[config.mk]
export PLATFORM = sky130hd
export DESIGN_NAME = utf8_stream_decoder
export DESIGN_NICKNAME = d
export VERILOG_FILES = /design/src/sv/utfd_pkg.sv /design/src/sv/utfd_front.sv /design/src/sv/utfd_queue.sv /design/src/sv/utfd_back.sv /design/src/sv/utf8_stream_decoder.sv
export VERILOG_INCLUDE_DIRS = /design/src /design/src/sv
export SDC_FILE = /design/constraint.sdc
export NUM_CORES = 1
export LEC_CHECK = 0
export BUFFER_PORTS_ARGS = -buffer_cell sky130_fd_sc_hd__buf_2
export CORE_UTILIZATION = 55
export CTS_BUF_LIST = sky130_fd_sc_hd__clkbuf_8
export CTS_CLUSTER_DIAMETER = 150
export DETAILED_ROUTE_END_ITERATION = 10
export PLACE_DENSITY_LB_ADDON = 0.15
export SYNTH_ARGS = -nofsm -noshare
export SYNTH_HDL_FRONTEND = slang
export SYNTH_HIERARCHICAL = 1
export SYNTH_SLANG_ARGS = --single-unit
[constraint.sdc]
create_clock -name clk -period 3.1 [get_ports clk]
set_input_delay 0.465 -clock clk [delete_from_list [all_inputs] [get_ports clk]]
set_output_delay 0.465 -clock clk [all_outputs]
set_load 0.005 [all_outputs]
[src/sv/utf8_stream_decoder_macros.svh]
// Assertion macros shared by the decoder.
`ifndef UTF8_STREAM_DECODER_MACROS_SVH
`define UTF8_STREAM_DECODER_MACROS_SVH

// The consequent must hold in the same cycle as the antecedent.
`define UTFD_ASSERT_SAME(label, clk, rst_n, ante, cons, msg) \
    label: assert property (@(posedge clk) disable iff (!rst_n) (ante) |-> (cons)) \
        else $error(msg);

// The consequent must hold in the cycle after the antecedent.
`define UTFD_ASSERT_NEXT(label, clk, rst_n, ante, cons, msg) \
    label: assert property (@(posedge clk) disable iff (!rst_n) (ante) |=> (cons)) \
        else $error(msg);

`endif

[src/sv/utfd_pkg.sv]
package utfd_pkg;

    localparam int CP_W = 21;
    localparam int QUEUE_DEPTH = 4;
    localparam logic [CP_W-1:0] REPLACEMENT_CP = 21'h00FFFD;

    typedef struct packed {
        logic [7:0] data_byte;
        logic       text_end;
    } byte_beat_t;

    typedef struct packed {
        logic [CP_W-1:0] code_point;
        logic            bad_byte;
        logic            run_last;
        logic            text_done;
    } char_beat_t;

    // Work for one input beat: some replacements for a flushed sequence,
    // then at most one closing result.
    typedef struct packed {
        logic [1:0]      flush_cnt;
        logic            has_tail;
        logic [CP_W-1:0] tail_cp;
        logic            tail_bad;
        logic            text_end;
    } run_t;

endpackage

[src/sv/utfd_front.sv]
module utfd_front (
    input  logic                clk,
    input  logic                rst_n,
    input  logic                byte_valid,
    output logic                byte_stall,
    input  utfd_pkg::byte_beat_t byte_data,
    input  logic                full,
    output logic                push,
    output utfd_pkg::run_t      run,
    output logic                seq_open
);

    logic [utfd_pkg::CP_W-1:0] partial_reg;
    logic [utfd_pkg::CP_W-1:0] partial_next;
    logic [1:0]                needed_reg;
    logic [1:0]                needed_next;
    logic [1:0]                gathered_reg;
    logic [1:0]                gathered_next;

    logic                      accept;
    logic [7:0]                b;
    logic                      is_cont;
    logic                      is_ascii;
    logic                      lead2;
    logic                      lead3;
    logic                      lead4;
    logic                      fresh;
    logic [1:0]                g_inc;
    logic [utfd_pkg::CP_W-1:0] shifted;

    assign byte_stall = full;
    assign accept     = byte_valid && !full;
    assign seq_open   = (needed_reg != 2'd0);

    assign b        = byte_data.data_byte;
    assign is_cont  = (b[7:6] == 2'b10);
    assign is_ascii = !b[7];
    assign lead2    = (b[7:5] == 3'b110);
    assign lead3    = (b[7:4] == 4'b1110);
    assign lead4    = (b[7:3] == 5'b11110);
    assign g_inc    = gathered_reg + 2'd1;
    assign shifted  = {partial_reg[utfd_pkg::CP_W-7:0], b[5:0]};

    always_comb
    begin
        partial_next  = partial_reg;
        needed_next   = needed_reg;
        gathered_next = gathered_reg;
        fresh         = 1'b1;
        run.flush_cnt = 2'd0;
        run.has_tail  = 1'b0;
        run.tail_cp   = utfd_pkg::REPLACEMENT_CP;
        run.tail_bad  = 1'b1;
        run.text_end  = byte_data.text_end;

        if (needed_reg != 2'd0)
        begin
            if (is_cont)
            begin
                fresh = 1'b0;
                if (g_inc == needed_reg)
                begin
                    run.has_tail  = 1'b1;
                    run.tail_cp   = shifted;
                    run.tail_bad  = 1'b0;
                    partial_next  = '0;
                    needed_next   = 2'd0;
                    gathered_next = 2'd0;
                end
                else if (byte_data.text_end)
                begin
                    run.flush_cnt = g_inc + 2'd1;
                end
                else
                begin
                    partial_next  = shifted;
                    gathered_next = g_inc;
                end
            end
            else
            begin
                run.flush_cnt = gathered_reg + 2'd1;
                partial_next  = '0;
                needed_next   = 2'd0;
                gathered_next = 2'd0;
            end
        end

        if (fresh)
        begin
            if (is_ascii)
            begin
                run.has_tail = 1'b1;
                run.tail_cp  = {{(utfd_pkg::CP_W-8){1'b0}}, b};
                run.tail_bad = 1'b0;
            end
            else if ((lead2 || lead3 || lead4) && !byte_data.text_end)
            begin
                gathered_next = 2'd0;
                if (lead2)
                begin
                    needed_next  = 2'd1;
                    partial_next = {{(utfd_pkg::CP_W-5){1'b0}}, b[4:0]};
                end
                else if (lead3)
                begin
                    needed_next  = 2'd2;
                    partial_next = {{(utfd_pkg::CP_W-4){1'b0}}, b[3:0]};
                end
                else
                begin
                    needed_next  = 2'd3;
                    partial_next = {{(utfd_pkg::CP_W-3){1'b0}}, b[2:0]};
                end
            end
            else
            begin
                run.has_tail = 1'b1;
            end
        end

        if (byte_data.text_end)
        begin
            partial_next  = '0;
            needed_next   = 2'd0;
            gathered_next = 2'd0;
        end
    end

    assign push = accept && ((run.flush_cnt != 2'd0) || run.has_tail);

    always_ff @(posedge clk or negedge rst_n)
    begin
        if (!rst_n)
        begin
            partial_reg  <= '0;
            needed_reg   <= 2'd0;
            gathered_reg <= 2'd0;
        end
        else if (accept)
        begin
            partial_reg  <= partial_next;
            needed_reg   <= needed_next;
            gathered_reg <= gathered_next;
        end
    end

endmodule

[src/sv/utfd_queue.sv]
module utfd_queue #(
    parameter int DEPTH = utfd_pkg::QUEUE_DEPTH
) (
    input  logic           clk,
    input  logic           rst_n,
    input  logic           push,
    input  utfd_pkg::run_t run_in,
    input  logic           pop,
    output utfd_pkg::run_t run_out,
    output logic           not_empty,
    output logic           full
);

    localparam int PtrW = (DEPTH > 1) ? $clog2(DEPTH) : 1;
    localparam int CntW = $clog2(DEPTH + 1);

    utfd_pkg::run_t entry_reg [DEPTH];
    logic [PtrW-1:0] wr_ptr_reg;
    logic [PtrW-1:0] rd_ptr_reg;
    logic [CntW-1:0] count_reg;

    assign not_empty = (count_reg != '0);
    assign full      = (count_reg == CntW'(DEPTH));
    assign run_out   = entry_reg[rd_ptr_reg];

    always_ff @(posedge clk)
    begin
        if (push)
        begin
            entry_reg[wr_ptr_reg] <= run_in;
        end
    end

    always_ff @(posedge clk or negedge rst_n)
    begin
        if (!rst_n)
        begin
            wr_ptr_reg <= '0;
            rd_ptr_reg <= '0;
            count_reg  <= '0;
        end
        else
        begin
            if (push)
            begin
                wr_ptr_reg <= (wr_ptr_reg == PtrW'(DEPTH - 1)) ? '0 : wr_ptr_reg + 1'b1;
            end
            if (pop)
            begin
                rd_ptr_reg <= (rd_ptr_reg == PtrW'(DEPTH - 1)) ? '0 : rd_ptr_reg + 1'b1;
            end
            if (push && !pop)
            begin
                count_reg <= count_reg + 1'b1;
            end
            else if (pop && !push)
            begin
                count_reg <= count_reg - 1'b1;
            end
        end
    end

endmodule

[src/sv/utfd_back.sv]
module utfd_back (
    input  logic                 clk,
    input  logic                 rst_n,
    input  utfd_pkg::run_t       run,
    input  logic                 not_empty,
    output logic                 pop,
    output logic                 char_valid,
    input  logic                 char_stall,
    output utfd_pkg::char_beat_t char_data
);

    logic [1:0]           idx_reg;
    logic                 valid_reg;
    utfd_pkg::char_beat_t beat_reg;
    utfd_pkg::char_beat_t beat_next;
    logic                 load;
    logic                 in_flush;
    logic                 last;

    assign load     = not_empty && (!valid_reg || !char_stall);
    assign in_flush = (idx_reg < run.flush_cnt);
    assign last     = in_flush ? ((idx_reg == run.flush_cnt - 2'd1) && !run.has_tail) : 1'b1;
    assign pop      = load && last;

    always_comb
    begin
        if (in_flush)
        begin
            beat_next.code_point = utfd_pkg::REPLACEMENT_CP;
            beat_next.bad_byte   = 1'b1;
        end
        else
        begin
            beat_next.code_point = run.tail_cp;
            beat_next.bad_byte   = run.tail_bad;
        end
        beat_next.run_last  = last;
        beat_next.text_done = last && run.text_end;
    end

    always_ff @(posedge clk)
    begin
        if (load)
        begin
            beat_reg <= beat_next;
        end
    end

    always_ff @(posedge clk or negedge rst_n)
    begin
        if (!rst_n)
        begin
            valid_reg <= 1'b0;
            idx_reg   <= 2'd0;
        end
        else
        begin
            if (load)
            begin
                valid_reg <= 1'b1;
                idx_reg   <= last ? 2'd0 : idx_reg + 2'd1;
            end
            else if (!char_stall)
            begin
                valid_reg <= 1'b0;
            end
        end
    end

    assign char_valid = valid_reg;
    assign char_data  = beat_reg;

endmodule

[src/sv/utf8_stream_decoder.sv]
// After its last byte, a code point passes the run queue and then the output register.
// One byte is taken per cycle while the run queue is not full; the output register sends
// one result per cycle unless char_stall is set, so a byte's replacements hold the queue.
// Reset clears the open sequence, the run queue and the output valid; no memory is
// cleared, and the block takes bytes in the first cycle after reset.
`include "utf8_stream_decoder_macros.svh"

module utf8_stream_decoder #(
    parameter int QUEUE_DEPTH = utfd_pkg::QUEUE_DEPTH
) (
    input  logic                 clk,
    input  logic                 rst_n,
    input  logic                 byte_valid,
    output logic                 byte_stall,
    input  utfd_pkg::byte_beat_t byte_data,
    output logic                 char_valid,
    input  logic                 char_stall,
    output utfd_pkg::char_beat_t char_data
);

    logic           push;
    logic           pop;
    logic           full;
    logic           not_empty;
    logic           seq_open;
    utfd_pkg::run_t run_in;
    utfd_pkg::run_t run_out;

    utfd_front u_front (
        .clk        (clk),
        .rst_n      (rst_n),
        .byte_valid (byte_valid),
        .byte_stall (byte_stall),
        .byte_data  (byte_data),
        .full       (full),
        .push       (push),
        .run        (run_in),
        .seq_open   (seq_open)
    );

    utfd_queue #(
        .DEPTH (QUEUE_DEPTH)
    ) u_queue (
        .clk       (clk),
        .rst_n     (rst_n),
        .push      (push),
        .run_in    (run_in),
        .pop       (pop),
        .run_out   (run_out),
        .not_empty (not_empty),
        .full      (full)
    );

    utfd_back u_back (
        .clk        (clk),
        .rst_n      (rst_n),
        .run        (run_out),
        .not_empty  (not_empty),
        .pop        (pop),
        .char_valid (char_valid),
        .char_stall (char_stall),
        .char_data  (char_data)
    );

    `UTFD_ASSERT_SAME(a_no_overflow, clk, rst_n, push, !full, "run pushed into a full queue")
    `UTFD_ASSERT_NEXT(a_end_closes, clk, rst_n, byte_valid && !byte_stall && byte_data.text_end, !seq_open, "sequence still open after text end")
    `UTFD_ASSERT_SAME(a_bad_is_repl, clk, rst_n, char_valid && char_data.bad_byte, char_data.code_point == utfd_pkg::REPLACEMENT_CP, "bad result without replacement value")
    `UTFD_ASSERT_SAME(a_done_is_last, clk, rst_n, char_valid && char_data.text_done, char_data.run_last, "text done on a result that is not last")

endmodule
==> results of run 1 <==
## through the flow
stage | total power, mW | worst slack (ns) | area [sq um]
5_1_grt | 6.874 | 0.01138 | 7367
4_1_cts | 6.596 | 0.1351 | 7361
6_report | 6.520 | 0.1791 | 7367
3_3_place_gp | 5.019 | 0.2652 | 6959
3_5_place_dp | 5.072 | 0.1967 | 6959
2_1_floorplan | 4.453 | 0.05917 | 6559
## synth_stat cells (all sizes together)
master / count
o21a: 10
a31oi: 2
o31ai: 2
and3b: 1
ha: 8
mux2i: 1
o21ai: 10
and4bb: 1
a211oi: 1
or3: 1
nand3: 4
nor3: 2
a32o: 1
a221oi: 1
o31a: 1
mux2: 4
mux4: 26
nand2: 18
o22ai: 2
fa: 1
and2: 6
o32ai: 1
nand3b: 3
nand2b: 11
xor3: 1
a31o: 1
buf: 16
or2: 17
a22o: 13
nor2b: 10
nor2: 12
edfxtp: 128
dfrtp: 29
xnor2: 1
clkbuf: 3
inv: 17
a21oi: 3
o211ai: 1
nor3b: 3
o22a: 1
xor2: 3
## cell usage in the layout (no fill, tap or decap), types with 5 or more instances in the layout
| cell | n |
|---|---|
| mux4_1 | 8 |
| ha_1 | 8 |
| buf_2 | 38 |
| nor2b_1 | 10 |
| o21a_1 | 10 |
| edfxtp_1 | 128 |
| or2_2 | 16 |
| dfrtp_1 | 29 |
| nand2b_1 | 11 |
| a22o_1 | 13 |
| nand2_1 | 17 |
| inv_1 | 20 |
| mux4_2 | 18 |
| clkbuf_8 | 18 |
| and2_1 | 6 |
| buf_4 | 12 |
| nor2_1 | 11 |
| o21ai_1 | 5 |
## power groups by stage
stage	clock (mW)	sequential, mW	combinational, mW
after CTS	1.56	3.00	2.03
after global placement	0	3.03	1.99
after detailed placement	0	3.05	2.03
after floorplan	0	3.05	1.41
after global routing	1.64	3.04	2.19
final	1.54	2.99	1.99
## logic make-up after synthesis
kind of cell | count (synthesis) | synth area share (%)
xor+xnor | 5 | 0.9157
mux | 31 | 10.23
fa+ha+maj | 9 | 1.831
flops | 157 | 69.67
simple gates | 89 | 7.764
buf+inv | 36 | 3.205
compound gates | 50 | 6.391
## worst max-delay path, delay by kind of cell (launching register included)
family	cells	cell delay (ns)
adder cells (fa/ha/maj)	2	0.54
AO/OA/AOI/OAI	1	0.27
XOR/XNOR	3	0.73
multiplexers	1	0.58
AND/OR/NAND/NOR	2	0.22
buffers and inverters	2	0.13
flip-flops	1	0.37
## metal layers
| layer | wire length (microns) | share of wire (%) | GRT usage (%) |
|---|---|---|---|
| met1 | 4925 | 45 | 25.94 |
| met2 | 5395 | 49 | 31.46 |
| met3 | 402 | 3.7 | 4.155 |
| met4 | 194 | 1.8 | 8.649 |
| met5 | 0 | 0 | 0 |
## worst paths after layout
check / depth (start not counted) / endpoint / slack [ns]
min in group clk: 3 / u_back/char_valid$_DFFE_PN0P_ / 0.24
max: 11 / u_queue/count_reg[2]$_DFFE_PN0P_ / 0.18
max reg2reg: 11 / u_queue/count_reg[2]$_DFFE_PN0P_ / 0.18
min reg2reg: 1 / u_queue/count_reg[2]$_DFFE_PN0P_ / 0.49
min: 1 / u_back/char_valid$_DFFE_PN0P_ / 0.05
max in group asynchronous: 1 / u_front/partial_reg[10]$_DFFE_PN0P_ / 2.60
## final cells by class
class                      count  area, sq um  area share [%]
clock buffer                  18        247.7           3.363
clock inverter                14        153.9           2.089
inverter                      17        63.81          0.8662
sequential                   157         4569           62.02
tap                          143        178.9           2.429
multi-input combinational    184         1782           24.18
timing repair buffer          55        371.6           5.044
==> flow_metrics.py, run 1 <==
metrics = {
    "floorplan": {
        "placementRows": 39,
        "dieArea_sq_um": 12370,
        "die_w_microns": 111.2,
        "core_sq_um": 11520,
        "dieHeight_microns": 111.2,
        "start_util_pct": 56.95,
        "num_io_pins": 39,
    },
    "layout": {
        "drive_gt1_share_pct": 30.11,
        "largest_reg_flops": 104,
        "fin_nets": 454,
        "area_growth_syn_to_layout_pct": 12.32,
        "final_cell_count_no_fill": 588,
        "nFillCells": 831,
        "antenna_cells": 0,
        "utilization_pct": 63.97,
    },
    "timing": {
        "rsz0062_at_grt": "false",
        "drv_slew": 0,
        "fin_setup_tns_ns": 0,
        "fmax_mhz": 342.4,
        "finalCritPeriodShare_pct": 94.22,
        "slew_headroom_pct": 52.14,
        "whs_ns": 0.04590,
        "worst_slew_pin_slew_ns": 0.7179,
        "hold_viol": 0,
        "finalSetupViolations": 0,
        "skew_ns": 0.01053,
        "fin_crit_ns": 2.921,
    },
    "synth": {
        "syn_area_sq_um": 6559,
        "ys_types": 54,
        "yosysTopAreaCellShare_pct": 58.60,
        "synth_warnings": 6,
        "ys_ff_latch": 157,
        "synth_area_leaders": "edfxtp_1, dfrtp_1, mux4_2, mux4_1, a22o_1",
        "syn_avg_cell_area_sq_um": 17.40,
        "netlist_instances": 377,
        "ys_seq_area_share_pct": 69.67,
        "synth_nets": 399,
        "yosysTopAreaCell": "edfxtp_1",
    },
    "clocking": {
        "path_clk_slew_ns": 0.08,
        "cts_tree": "done",
        "clockBufferDepth": 2,
        "htreeDepth": 4,
        "cts_buffers": 17,
        "cts-root-buf": "clkbuf_8",
        "clk_latency_ns": 0.45,
        "ctsResizeCount": 0,
        "clkSinkCount": 157,
        "holdBufCountCts": 0,
        "postCtsSetupBuffers": 0,
    },
    "routing": {
        "drc": 4,
        "wl_per_cell_microns": 18.57,
        "dr.pass1.iters": 8,
        "drtIter0Drc": 203,
        "ant_nets": 0,
        "vias": 3299,
        "wirelength_mm": 10.92,
        "avgViaCountPerCell": 5.611,
    },
    "power_and_ir_drop": {
        "swShare_pct": 28.46,
        "seqPwrFrac_pct": 45.9,
        "powerDensity_nw_per_um2": 885.0,
        "p_clk_share_pct": 23.6,
        "p_sw_mw": 1.856,
        "internal_power_mw": 4.665,
        "vdd_drop_max_uv": 483.0,
        "p_leak_nw": 2.674,
        "power_frac_comb_pct": 30.5,
    },
    "grt": {
        "grt_pass1_wl_mm": 17.84,
        "grt_overflow": 0,
        "antenna_found_initial": 0,
        "track_usage_pct": 19.56,
        "grt_max_degree": 30,
        "grt_pass1_vias": 3340,
    },
    "flow_run": {
        "drv_cap": 0,
    },
    "setup_path": {
        "slowest_stage": "mux4_1",
        "crit_path_start": "u_queue/rd_ptr_reg[0]$_DFFE_PN0P_",
        "end_kind": "flip-flop",
        "slowest_delay_ns": 0.58,
        "crit_type": "flip-flop to flip-flop",
        "cp_data_required_time_ns": 3.47,
        "rr_startpoint": "u_queue/rd_ptr_reg[0]$_DFFE_PN0P_",
        "arrival_ns": 3.29,
        "crit_path_max_fanout": 2,
        "worstPathCellList": "mux4_1 > xor3_2 > a221oi_4 > nor2_1 > inv_1 > ha_1 > inv_1 > fa_1 > xor2_1 > nor2_1 > xor2_1",
        "startpoint_type": "flip-flop",
    },
    "placed_design": {
        "dpl.cell_count": 556,
        "io_buffer_count": 38,
        "place_congestion": 0.7898,
        "hpwlAfterDp_mm": 6.804,
    },
    "worst_hold_path": {
        "hold_class": "input pin to asynchronous set/reset pin",
    },
    "run_status": {
        "failed_checks": "DRC",
        "status": "complete, but fails checks",
    },
}
Note: power is estimated with default switching activity, not from simulation.
==> inputs of run 2 (changes only) <==
--- a/config.mk
+++ b/config.mk
@@ -7,7 +7,7 @@
 export NUM_CORES = 1
 export LEC_CHECK = 0
 export BUFFER_PORTS_ARGS = -buffer_cell sky130_fd_sc_hd__buf_2
-export CORE_UTILIZATION = 55
+export CORE_UTILIZATION = 53
 export CTS_BUF_LIST = sky130_fd_sc_hd__clkbuf_8
 export CTS_CLUSTER_DIAMETER = 150
 export DETAILED_ROUTE_END_ITERATION = 10
==> run 2 against run 1 <==
Against the previous run:
- the run now ends clean
- cell count rose by 3.7%
- clock skew about the same
- global-route usage decreased by 0.22 points
- largest power group unchanged
- critical endpoint unchanged
- critical path type unchanged
- flip-flop and latch count is the same
- first-iteration DRC count shrank 1.5%
- count of clock-buffer cells in the layout grew 1
==> flow_metrics.py, run 2 (synthesis results as in run 1) <==
metrics = {
    "timing": {
        "slew_headroom_pct": 47.41,
        "fin_setup_tns_ns": 0,
        "drv_slew": 0,
        "hold_viol": 0,
        "fmax_mhz": 344.1,
        "skew_ns": 0.01064,
        "rsz0062_at_grt": "false",
        "fin_crit_ns": 2.906,
        "finalCritPeriodShare_pct": 93.73,
        "finalSetupViolations": 0,
        "whs_ns": 0.06540,
        "worst_slew_pin_slew_ns": 0.7889,
    },
    "setup_path": {
        "crit_path_max_fanout": 4,
        "cp_top_family": "XOR/XNOR gates",
        "worstPathCellList": "mux4_2 > xor3_2 > a221oi_4 > nor2_2 > inv_1 > ha_1 > inv_1 > fa_1 > xor2_1 > nor2_1 > xor2_1",
        "slowest_stage": "mux4_2",
        "end_kind": "flip-flop",
        "startpoint_type": "flip-flop",
        "cp_data_required_time_ns": 3.46,
        "r2r_setup_slack_ns": 0.19,
        "path_buf_inv": 2,
        "arrival_ns": 3.26,
        "slowest_delay_ns": 0.54,
        "crit_type": "flip-flop to flip-flop",
    },
    "placed_design": {
        "hpwlAfterDp_mm": 6.885,
        "place_congestion": 0.7487,
        "placed_cell_area_sq_um": 6968,
        "io_buffer_count": 38,
    },
    "layout": {
        "seqCellArea_sq_um": 4571,
        "finalInstanceArea_sq_um": 7342,
        "fin_nets": 451,
        "antenna_cells": 0,
        "layout_common_cells": "edfxtp_1, buf_2, dfrtp_1, inv_1",
        "drive_gt1_share_pct": 29.19,
        "largest_reg_flops": 104,
        "layout_commonest_cell": "edfxtp_1",
        "area_growth_syn_to_layout_pct": 11.94,
        "multi_input_area_sq_um": 1778,
        "nFillCells": 907,
    },
    "power_and_ir_drop": {
        "p_leak_nw": 2.646,
        "p_sw_mw": 1.822,
        "powerDensity_nw_per_um2": 872.2,
        "p_clk_share_pct": 22.1,
        "seqPwrFrac_pct": 46.9,
        "power_frac_comb_pct": 31.0,
        "internal_power_mw": 4.582,
        "vdd_drop_max_uv": 554.1,
        "swShare_pct": 28.45,
    },
    "clocking": {
        "htreeDepth": 4,
        "path_clk_slew_ns": 0.07,
        "cts_tree": "done",
        "holdBufCountCts": 0,
        "postCtsSetupBuffers": 0,
        "clk_latency_ns": 0.44,
        "cts-root-buf": "clkbuf_8",
        "clockBufferDepth": 2,
        "cts_buffers": 17,
        "ctsResizeCount": 0,
        "clkSinkCount": 157,
    },
    "floorplan": {
        "start_util_pct": 54.38,
        "die_w_microns": 113.2,
        "placementRows": 40,
        "core_sq_um": 12060,
        "num_io_pins": 39,
        "dieArea_sq_um": 12820,
        "dieHeight_microns": 113.2,
    },
    "routing": {
        "avgViaCountPerCell": 5.498,
        "drtIter0Drc": 200,
        "wirelength_mm": 11.03,
        "drc": 0,
        "wl_per_cell_microns": 18.09,
        "vias": 3354,
        "ant_nets": 0,
        "dr.pass1.iters": 5,
    },
    "grt": {
        "grt_pass1_vias": 3357,
        "grt_max_degree": 30,
        "grt_pass1_wl_mm": 17.95,
        "grt_overflow": 0,
        "track_usage_pct": 19.34,
        "antenna_found_initial": 0,
    },
    "flow_run": {
        "drv_cap": 0,
    },
    "worst_hold_path": {
        "hold_class": "input pin to asynchronous set/reset pin",
    },
    "run_status": {
        "status": "completed",
    },
}
-- run 2: final cells by class --
class                      instances  area share [%]
clock buffer                      19           3.562
clock inverter                    13           1.534
inverter                          17          0.8691
multi-input combinational        184           24.22
sequential                       157           62.25
tap                              168           2.863
timing repair buffer              52           4.703
-- run 2: final timing paths --
check                                             startpoint                                 to  cells past startpoint
setup / recovery           u_queue/rd_ptr_reg[0]$_DFFE_PN0P_   u_queue/count_reg[2]$_DFFE_PN0P_                     11
hold / removal                                         rst_n  u_front/needed_reg[0]$_DFFE_PN0P_                      1
setup reg to reg           u_queue/rd_ptr_reg[0]$_DFFE_PN0P_   u_queue/count_reg[2]$_DFFE_PN0P_                     11
hold reg to reg             u_queue/count_reg[2]$_DFFE_PN0P_   u_queue/count_reg[2]$_DFFE_PN0P_                      1
max in group asynchronous                              rst_n  u_queue/rd_ptr_reg[0]$_DFFE_PN0P_                      1
min in group clk                                  char_stall      u_back/char_valid$_DFFE_PN0P_                      3
-- run 2: stage by stage --
step | setup slack (ns) | power, mW | utilization [%] | std cells
floorplan | 0.05917 | 4.453 | - | 377
global placement | 0.1704 | 5.011 | 57.77 | 578
detailed placement | 0.01814 | 5.071 | 57.77 | 578
CTS | 0.02777 | 6.490 | 60.87 | 610
global route | 0.01479 | 6.752 | 60.87 | 610
finish | 0.1943 | 6.404 | 60.87 | 610
-- run 2: worst reg2reg max path: stages (launching register included) --
cell	delay [ns]
dfrtp_2	0.41
mux4_2	0.54
xor3_2	0.42
a221oi_4	0.26
nor2_2	0.09
inv_1	0.06
ha_1	0.17
inv_1	0.06
fa_1	0.37
xor2_1	0.15
nor2_1	0.13
xor2_1	0.16
-- run 2: metal layers --
metal  part of all wire (%)  track usage [%]  vias to the layer above
met5                      0                0                        -
met4                    1.9            9.035                        0
met3                    3.4            4.178                       18
met2                     50            30.92                       72
met1                     45            25.64                     1717
li1                       -                -                     1547
-- run 2: power by group through the flow --
stage | combinational, mW | sequential (mW) | clock [mW]
2_1_floorplan | 1.41 | 3.05 | 0
3_3_place_gp | 1.98 | 3.03 | 0
3_5_place_dp | 2.02 | 3.05 | 0
4_1_cts | 2.03 | 3.01 | 1.45
5_1_grt | 2.19 | 3.05 | 1.52
6_report | 1.99 | 3.00 | 1.41
